## config.mk

```make
export PLATFORM = sky130hd
export DESIGN_NAME = timer_slot_table
export DESIGN_NICKNAME = d
export VERILOG_FILES = /design/src/rtl/core/tst_pkg.sv /design/src/rtl/core/tst_ram.sv /design/src/rtl/core/timer_slot_table.sv
export SDC_FILE = /design/constraint.sdc
export NUM_CORES = 2
export LEC_CHECK = 0
export ABC_AREA = 0
export BUFFER_PORTS_ARGS = -buffer_cell sky130_fd_sc_hd__buf_2
export CORE_MARGIN = 4
export CORE_UTILIZATION = 55
export CTS_BUF_LIST = sky130_fd_sc_hd__clkbuf_4
export DETAILED_ROUTE_END_ITERATION = 12
export GPL_TIMING_DRIVEN = 0
export PLACE_DENSITY_LB_ADDON = 0.3
export SYNTH_ARGS = -nofsm -noshare
export SYNTH_HDL_FRONTEND = slang
export SYNTH_SLANG_ARGS = --single-unit
```

## constraint.sdc

```tcl
create_clock -name clk -period 8.7 [get_ports clk]
set_input_delay 0.435 -clock clk [delete_from_list [all_inputs] [get_ports clk]]
set_output_delay 0.435 -clock clk [all_outputs]
set_load 0.03 [all_outputs]
```

## src/rtl/core/tst_pkg.sv

```systemverilog
// Shared types and codes of the timer slot table.
package tst_pkg;

    localparam int SLOTS_DEF = 16;
    localparam int SLOT_W    = 4;

    localparam logic CMD_TICK     = 1'b0;
    localparam logic CMD_REGISTER = 1'b1;

    localparam logic [1:0] KIND_ONESHOT  = 2'd0;
    localparam logic [1:0] KIND_PERIODIC = 2'd1;

    localparam logic [1:0] RK_REPLY = 2'd0;
    localparam logic [1:0] RK_FIRE  = 2'd1;
    localparam logic [1:0] RK_DONE  = 2'd2;

    localparam logic [1:0] ST_OK    = 2'd0;
    localparam logic [1:0] ST_INVAL = 2'd1;
    localparam logic [1:0] ST_FULL  = 2'd2;

    typedef struct packed {
        logic        cmd;
        logic [1:0]  kind;
        logic [31:0] period;
        logic [7:0]  handler_id;
        logic [31:0] user_word;
    } req_word_t;

    typedef struct packed {
        logic [1:0]        result_kind;
        logic [1:0]        status;
        logic [SLOT_W-1:0] slot;
        logic [7:0]        fired_handler;
        logic [31:0]       fired_word;
        logic              last;
    } evt_word_t;

    typedef struct packed {
        logic        periodic;
        logic [31:0] period;
        logic [31:0] deadline;
        logic [7:0]  handler;
        logic [31:0] word;
    } slot_entry_t;

    localparam int ENTRY_W = $bits(slot_entry_t);

    typedef enum logic [2:0] {
        S_IDLE,
        S_RSCAN,
        S_REPLY,
        S_TREAD,
        S_TCHECK,
        S_TDONE
    } state_t;

endpackage

```

## src/rtl/core/tst_ram.sv

```systemverilog
// Generic single-port-write, single-port-read RAM with registered read data.
module tst_ram #(
    parameter int WIDTH = 8,
    parameter int DEPTH = 16,
    localparam int AW = (DEPTH > 1) ? $clog2(DEPTH) : 1
) (
    input  logic             clk,
    input  logic             we,
    input  logic [AW-1:0]    waddr,
    input  logic [WIDTH-1:0] wdata,
    input  logic             re,
    input  logic [AW-1:0]    raddr,
    output logic [WIDTH-1:0] rdata
);

    logic [WIDTH-1:0] mem [DEPTH];
    logic [WIDTH-1:0] rdata_reg;

    always_ff @(posedge clk)
    begin
        if (we)
        begin
            mem[waddr] <= wdata;
        end
        // hold read data until the next read
        if (re)
        begin
            rdata_reg <= mem[raddr];
        end
    end

    assign rdata = rdata_reg;

endmodule

```

## src/rtl/core/timer_slot_table.sv

```systemverilog
// Timer slot table: register and tick sequencer over a slot RAM.
//
//  channel   direction  handshake                word type
//  req       in         req_valid / req_ready    req_word_t
//  evt       out        evt_valid / evt_ready    evt_word_t
//
// One word is worked at a time; req_ready is high only while the sequencer idles
// and the output register is empty or hands its word out in that cycle.
// Register: a valid word scans the active bits serially for a free slot.
// Tick: one RAM read and one deadline compare per slot on the shared adder and
// comparator.
// A waiting reply, fire or done word stalls the sequencer while evt_ready holds it back.
// Reset clears the tick count and all active bits at once; no clearing pass is needed.
module timer_slot_table
    import tst_pkg::*;
#(
    parameter int SLOTS = SLOTS_DEF
) (
    input  logic      clk,
    input  logic      rst_n,
    input  logic      req_valid,
    output logic      req_ready,
    input  req_word_t req_word,
    output logic      evt_valid,
    input  logic      evt_ready,
    output evt_word_t evt_word
);

    localparam int IW = (SLOTS > 1) ? $clog2(SLOTS) : 1;
    localparam logic [IW-1:0] IDX_LAST = IW'(SLOTS - 1);

    state_t            state_reg, state_next;
    logic [IW-1:0]     idx_reg, idx_next;
    logic [31:0]       tick_reg, tick_next;
    logic [SLOTS-1:0]  active_reg, active_next;
    req_word_t         cur_reg, cur_next;
    logic              out_valid_reg, out_valid_next;
    evt_word_t         out_reg, out_next;

    logic              ram_we;
    logic              ram_re;
    slot_entry_t       ram_wdata;
    logic [ENTRY_W-1:0] ram_rdata;
    slot_entry_t       rd;

    logic              out_free;
    logic              req_take;
    logic              req_bad;
    logic [31:0]       add_b;
    logic [31:0]       add_sum;
    logic              hit;

    tst_ram #(
        .WIDTH (ENTRY_W),
        .DEPTH (SLOTS)
    ) u_slot_ram (
        .clk   (clk),
        .we    (ram_we),
        .waddr (idx_reg),
        .wdata (ram_wdata),
        .re    (ram_re),
        .raddr (idx_reg),
        .rdata (ram_rdata)
    );

    assign rd        = slot_entry_t'(ram_rdata);
    assign out_free  = !out_valid_reg || evt_ready;
    assign req_ready = (state_reg == S_IDLE) && out_free;
    assign req_take  = req_valid && req_ready;
    assign req_bad   = (req_word.kind != KIND_ONESHOT && req_word.kind != KIND_PERIODIC)
                       || (req_word.period == 32'd0) || (req_word.handler_id == 8'd0);

    // shared adder: tick advance, new deadline, re-arm deadline
    always_comb
    begin
        case (state_reg)
            S_IDLE:  add_b = 32'd1;
            S_RSCAN: add_b = cur_reg.period;
            default: add_b = rd.period;
        endcase
    end
    assign add_sum = tick_reg + add_b;
    assign hit     = active_reg[idx_reg] && (rd.deadline == tick_reg);

    always_comb
    begin
        state_next     = state_reg;
        idx_next       = idx_reg;
        tick_next      = tick_reg;
        active_next    = active_reg;
        cur_next       = cur_reg;
        out_valid_next = out_valid_reg && !evt_ready;
        out_next       = out_reg;
        ram_we         = 1'b0;
        ram_re         = 1'b0;
        ram_wdata      = rd;

        case (state_reg)
            S_IDLE:
            begin
                if (req_take)
                begin
                    cur_next = req_word;
                    idx_next = '0;
                    if (req_word.cmd == CMD_TICK)
                    begin
                        tick_next  = add_sum;
                        state_next = S_TREAD;
                    end
                    else if (req_bad)
                    begin
                        out_next   = '{RK_REPLY, ST_INVAL, '0, 8'd0, 32'd0, 1'b1};
                        state_next = S_REPLY;
                    end
                    else
                    begin
                        state_next = S_RSCAN;
                    end
                end
            end
            S_RSCAN:
            begin
                if (!active_reg[idx_reg])
                begin
                    ram_we               = 1'b1;
                    ram_wdata.periodic   = (cur_reg.kind == KIND_PERIODIC);
                    ram_wdata.period     = cur_reg.period;
                    ram_wdata.deadline   = add_sum;
                    ram_wdata.handler    = cur_reg.handler_id;
                    ram_wdata.word       = cur_reg.user_word;
                    active_next[idx_reg] = 1'b1;
                    out_next   = '{RK_REPLY, ST_OK, SLOT_W'(idx_reg), 8'd0, 32'd0, 1'b1};
                    state_next = S_REPLY;
                end
                else if (idx_reg == IDX_LAST)
                begin
                    out_next   = '{RK_REPLY, ST_FULL, '0, 8'd0, 32'd0, 1'b1};
                    state_next = S_REPLY;
                end
                else
                begin
                    idx_next = idx_reg + 1'b1;
                end
            end
            S_REPLY:
            begin
                if (out_free)
                begin
                    out_valid_next = 1'b1;
                    state_next     = S_IDLE;
                end
            end
            S_TREAD:
            begin
                ram_re     = 1'b1;
                state_next = S_TCHECK;
            end
            S_TCHECK:
            begin
                // a firing slot waits here until the output register frees up
                if (!hit || out_free)
                begin
                    if (hit)
                    begin
                        out_valid_next = 1'b1;
                        out_next = '{RK_FIRE, ST_OK, SLOT_W'(idx_reg), rd.handler, rd.word,
                                     1'b0};
                        if (rd.periodic)
                        begin
                            ram_we             = 1'b1;
                            ram_wdata.deadline = add_sum;
                        end
                        else
                        begin
                            active_next[idx_reg] = 1'b0;
                        end
                    end
                    if (idx_reg == IDX_LAST)
                    begin
                        state_next = S_TDONE;
                    end
                    else
                    begin
                        idx_next   = idx_reg + 1'b1;
                        state_next = S_TREAD;
                    end
                end
            end
            S_TDONE:
            begin
                if (out_free)
                begin
                    out_valid_next = 1'b1;
                    out_next       = '{RK_DONE, ST_OK, '0, 8'd0, 32'd0, 1'b1};
                    state_next     = S_IDLE;
                end
            end
            default:
            begin
                state_next = S_IDLE;
            end
        endcase
    end

    always_ff @(posedge clk or negedge rst_n)
    begin
        if (!rst_n)
        begin
            state_reg     <= S_IDLE;
            idx_reg       <= '0;
            tick_reg      <= 32'd0;
            active_reg    <= '0;
            out_valid_reg <= 1'b0;
        end
        else
        begin
            state_reg     <= state_next;
            idx_reg       <= idx_next;
            tick_reg      <= tick_next;
            active_reg    <= active_next;
            out_valid_reg <= out_valid_next;
        end
    end

    always_ff @(posedge clk)
    begin
        cur_reg <= cur_next;
        out_reg <= out_next;
    end

    assign evt_valid = out_valid_reg;
    assign evt_word  = out_reg;

    a_fire_not_last: assert property (@(posedge clk) disable iff (!rst_n)
        evt_valid |-> !(evt_word.last && evt_word.result_kind == RK_FIRE))
        else $error("fire word flagged as last");

    a_claim_free: assert property (@(posedge clk) disable iff (!rst_n)
        (ram_we && state_reg == S_RSCAN) |-> !active_reg[idx_reg])
        else $error("register claimed an active slot");

    a_write_states: assert property (@(posedge clk) disable iff (!rst_n)
        ram_we |-> (state_reg == S_RSCAN || (state_reg == S_TCHECK && hit)))
        else $error("slot RAM written outside register claim or re-arm");

    a_tick_step: assert property (@(posedge clk) disable iff (!rst_n)
        (tick_reg != $past(tick_reg)) |->
            $past(req_valid && req_ready && req_word.cmd == CMD_TICK))
        else $error("tick count moved without a tick word");

endmodule
```

==> impl_metrics.yaml <==
logic_synthesis:
  yosys.area_share.simple_pct: 2.125
  synth-compound-area-share_pct: 1.534
  synth.avg_cell_area_um2: 22.25
  synth-edff-count: 1908
  ys_ff_latch: 1964
  yosys.area_share.adder_pct: 0.6613
  yosys_most_used_dff: "edfxtp_1"
  synth_xor_area_share_pct: 0.6760
  synth-seq-area-share_pct: 76.78
  synthCells: 3435
  synth_top_family_by_area: "multiplexers"
  syn_nets: 3553
  async_reset_ff_share_pct: 2.851
  post_synth_num_cell_types: 57
  synth-warning-count: 0
  syn-cell-area_um2: 76440
  synth.area.mux_share_pct: 17.25
timing:
  finalHoldViolCount: 0
  setup_viol: 0
  rsz0062_at_grt: "no"
  setup_tns_ps: 0
  clock.fmax_ghz: 0.1550
  finalCritPeriodShare_pct: 74.14
  fin_skew_ps: 113.8
  tightestPinTransition_ps: 1472
  period_needed_ps: 6451
  final_max_slew_viol_count: 0
  relSlewSlack_pct: 1.870
global_routing:
  antenna_found_initial: 15
  grt_pass1_wl_mm: 285.2
  grtUsageMet2_pct: 41.48
  met3_usage_pct: 6.893
  met1_usage_pct: 39.43
  grt.busiest_layer: "met2"
  track_usage_pct: 27.40
  grt_pass1_vias: 41900
  grt_max_degree: 57
  grt_overflow: 0
critical_path:
  worst-path-buf-inv: 4
  cpMaxStageDelayCell: "o21ai_0"
  crit_path_start_kind: "flop"
  worstSetupPathType: "reg2reg"
  cp-end-kind: "flop"
  crit_chain: "clkbuf_1 -> clkbuf_1 -> clkbuf_1 -> nand2_1 -> o21ai_0 -> ha_1 -> clkbuf_1 -> nand2_1 -> nor2_1 -> nand4_1 -> a211oi_1 -> o211ai_1 -> a211oi_1 -> nor3_1 -> o31ai_2"
  r2r-start: "state_reg[0]"
  cp_slowest_stage_delay_ps: 790
  r2r-end: "u_slot_ram.mem[8][70]"
  required_ps: 9660
  cp_max_fo: 16
  rr_worst_depth: 15
  critPathTopFamily: "compound AO/OA/AOI/OAI gates"
  worst-r2r-setup-slack_ps: 2250
  crit_top_cell: "clkbuf_1"
  arrival_ps: 7410
die:
  die_h_um: 380.8
  io_pins: 130
  die-area_um2: 145000
  rows: 136
  core-area_um2: 137800
  start_util_pct: 55.46
  fp.dieW_um: 380.8
power_and_ir_drop:
  finalPower_w: 0.02433
  leakage_nw: 28.57
  power.density_nw_per_um2: 274.1
  ir_drop_mv: 0.2189
route:
  drt-total-wl_mm: 196.9
  post-route-drc-count: 0
  drt_iter0_drc: 6143
  first_pass_iters: 6
  drt-wirelength-per-cell_um: 30.68
  post_drt_via_cell_ratio: 6.376
  num_vias: 40920
  final_antenna_net_count: 0
layout:
  num-nets-final: 4413
  area_growth_pct: 16.14
  final_util_pct: 64.41
  fill_cells: 9033
  drive_gt1_share_pct: 34.76
  largest_reg_flops: 1680
clocking:
  cts_made_buffers: 474
  clkTransAtPathRegs_ps: 70
  cts_num_sinks: 1964
  worst_skew_pair.late_latency_ps: 1360
  cts_root_buf: "clkbuf_4"
  tritoncts: "done"
  htree_levels: 5
  cts_buffer_depth: 4
  cts_setup_buffers: 0
place:
  hpwlAfterDp_mm: 119.1
  gp_congestion: 0.9052
  port_buffers: 129
flow_run:
  max_cap_viol_count: 0
min_path:
  hp-class: "in2async"
run_status:
  status: "finished, final reports clean"
==> synth_stat cells, drive strengths merged, types with 4 or more instances <==
master / number / share of area, %
o31a: 4 / 0.046
a21o: 11 / 0.11
o211ai: 4 / 0.039
inv: 13 / 0.064
a21oi: 37 / 0.24
and3: 46 / 0.38
clkbuf: 127 / 0.62
nor4: 20 / 0.16
o21a: 4 / 0.039
mux2: 109 / 1.6
o21ai: 97 / 0.64
a211o: 4 / 0.046
dfrtp: 56 / 1.8
o31ai: 5 / 0.049
nor2: 45 / 0.22
nand3: 14 / 0.092
nand4: 12 / 0.098
nand2: 176 / 0.86
ha: 38 / 0.62
buf: 48 / 0.28
edfxtp: 1908 / 75
nor2b: 8 / 0.065
xor2: 46 / 0.53
xnor2: 13 / 0.15
nand2b: 5 / 0.041
nor3: 10 / 0.080
a211oi: 5 / 0.049
and2: 7 / 0.057
mux4: 529 / 16
==> layout by cell type (no fill, tap or decap), types with 76 or more instances in the layout <==
master,n
clkinv_1,99
clkbuf_4,667
o21ai_0,87
mux4_2,529
buf_12,76
edfxtp_1,1908
buf_2,139
clkbuf_1,124
nand2_1,176
mux2_2,102
dlygate4sd3_1,155
==> worst register-to-register path: cells and delay by family (launching register included) <==
| kind | cells | cell delay [ps] |
|---|---|---|
| DFF | 1 | 370 |
| adders and majority gates | 1 | 230 |
| and+or+nand+nor | 5 | 860 |
| buffers and inverters | 4 | 1790 |
| AOI/OAI and AO/OA | 5 | 2820 |
==> how the worst max path moves through the flow <==
stage,startpoint,to,slack [ps],cells after the start
2_1_floorplan,idx_reg[0],u_slot_ram.mem[13][0],1460,11
3_3_place_gp,u_slot_ram.rdata[44],u_slot_ram.mem[9][81],-5900,9
3_5_place_dp,state_reg[0],u_slot_ram.mem[6][70],2140,15
4_1_cts,state_reg[0],u_slot_ram.mem[14][70],1970,15
5_1_grt,state_reg[0],u_slot_ram.mem[8][70],1970,15
6_report,state_reg[0],u_slot_ram.mem[8][70],2250,15
==> cell families (layout without fill, tap and decap cells) <==
| family | count (synthesis) | in the layout |
|---|---|---|
| muxes | 640 | 640 |
| AOI/OAI and AO/OA | 194 | 194 |
| and+or+nand+nor | 350 | 350 |
| other | 0 | 15 |
| DFF | 1964 | 1964 |
| adders and majority gates | 40 | 40 |
| buffers and inverters | 188 | 1362 |
| xor gates and xnor gates | 59 | 59 |
==> where the power goes <==
part / switching [W] / internal [W]
registers: 0.000246 / 0.0114
logic: 0.00344 / 0.00219
clock network: 0.00349 / 0.00361
==> metrics by stage <==
stage	setup slack, ps	cells	hold WS [ps]	instance area, um2
detailed placement	2141	5457	505.1	81550
floorplan	1464	3435	139.4	76440
finish	2249	6418	254.4	88780
global route	1971	6409	200.4	88760
global placement	-5904	5358	483.9	79330
CTS	1972	6403	138.8	88740
==> what timing repair did <==
item | in CTS | in global routing
hold endpoints to repair | 216 | 0
hold buffers | 156 | 0
gates resized for setup | 0 | 0
==> per-layer routing <==
| layer | vias up | wire [um] |
|---|---|---|
| met2 | 2811 | 92900 |
| met3 | 434 | 23200 |
| met4 | 4 | 6062 |
| li1 | 16460 | - |
| met5 | - | 22 |
| met1 | 21210 | 74720 |
==> cell type report <==
type                            count  area, um2  area share [%]
Sequential cell                  1964      58700           66.11
Multi-Input combinational cell   1283      17150           19.31
Clock buffer                      667       5007           5.640
Timing Repair Buffer              384       4305           4.849
Tap cell                         1794       2245           2.528
Buffer                            175      696.9          0.7850
Clock inverter                    123      595.6          0.6708
Inverter                           13      51.30         0.05778
Antenna cell                       15      37.54         0.04228
(Power assumes the default switching activity.)
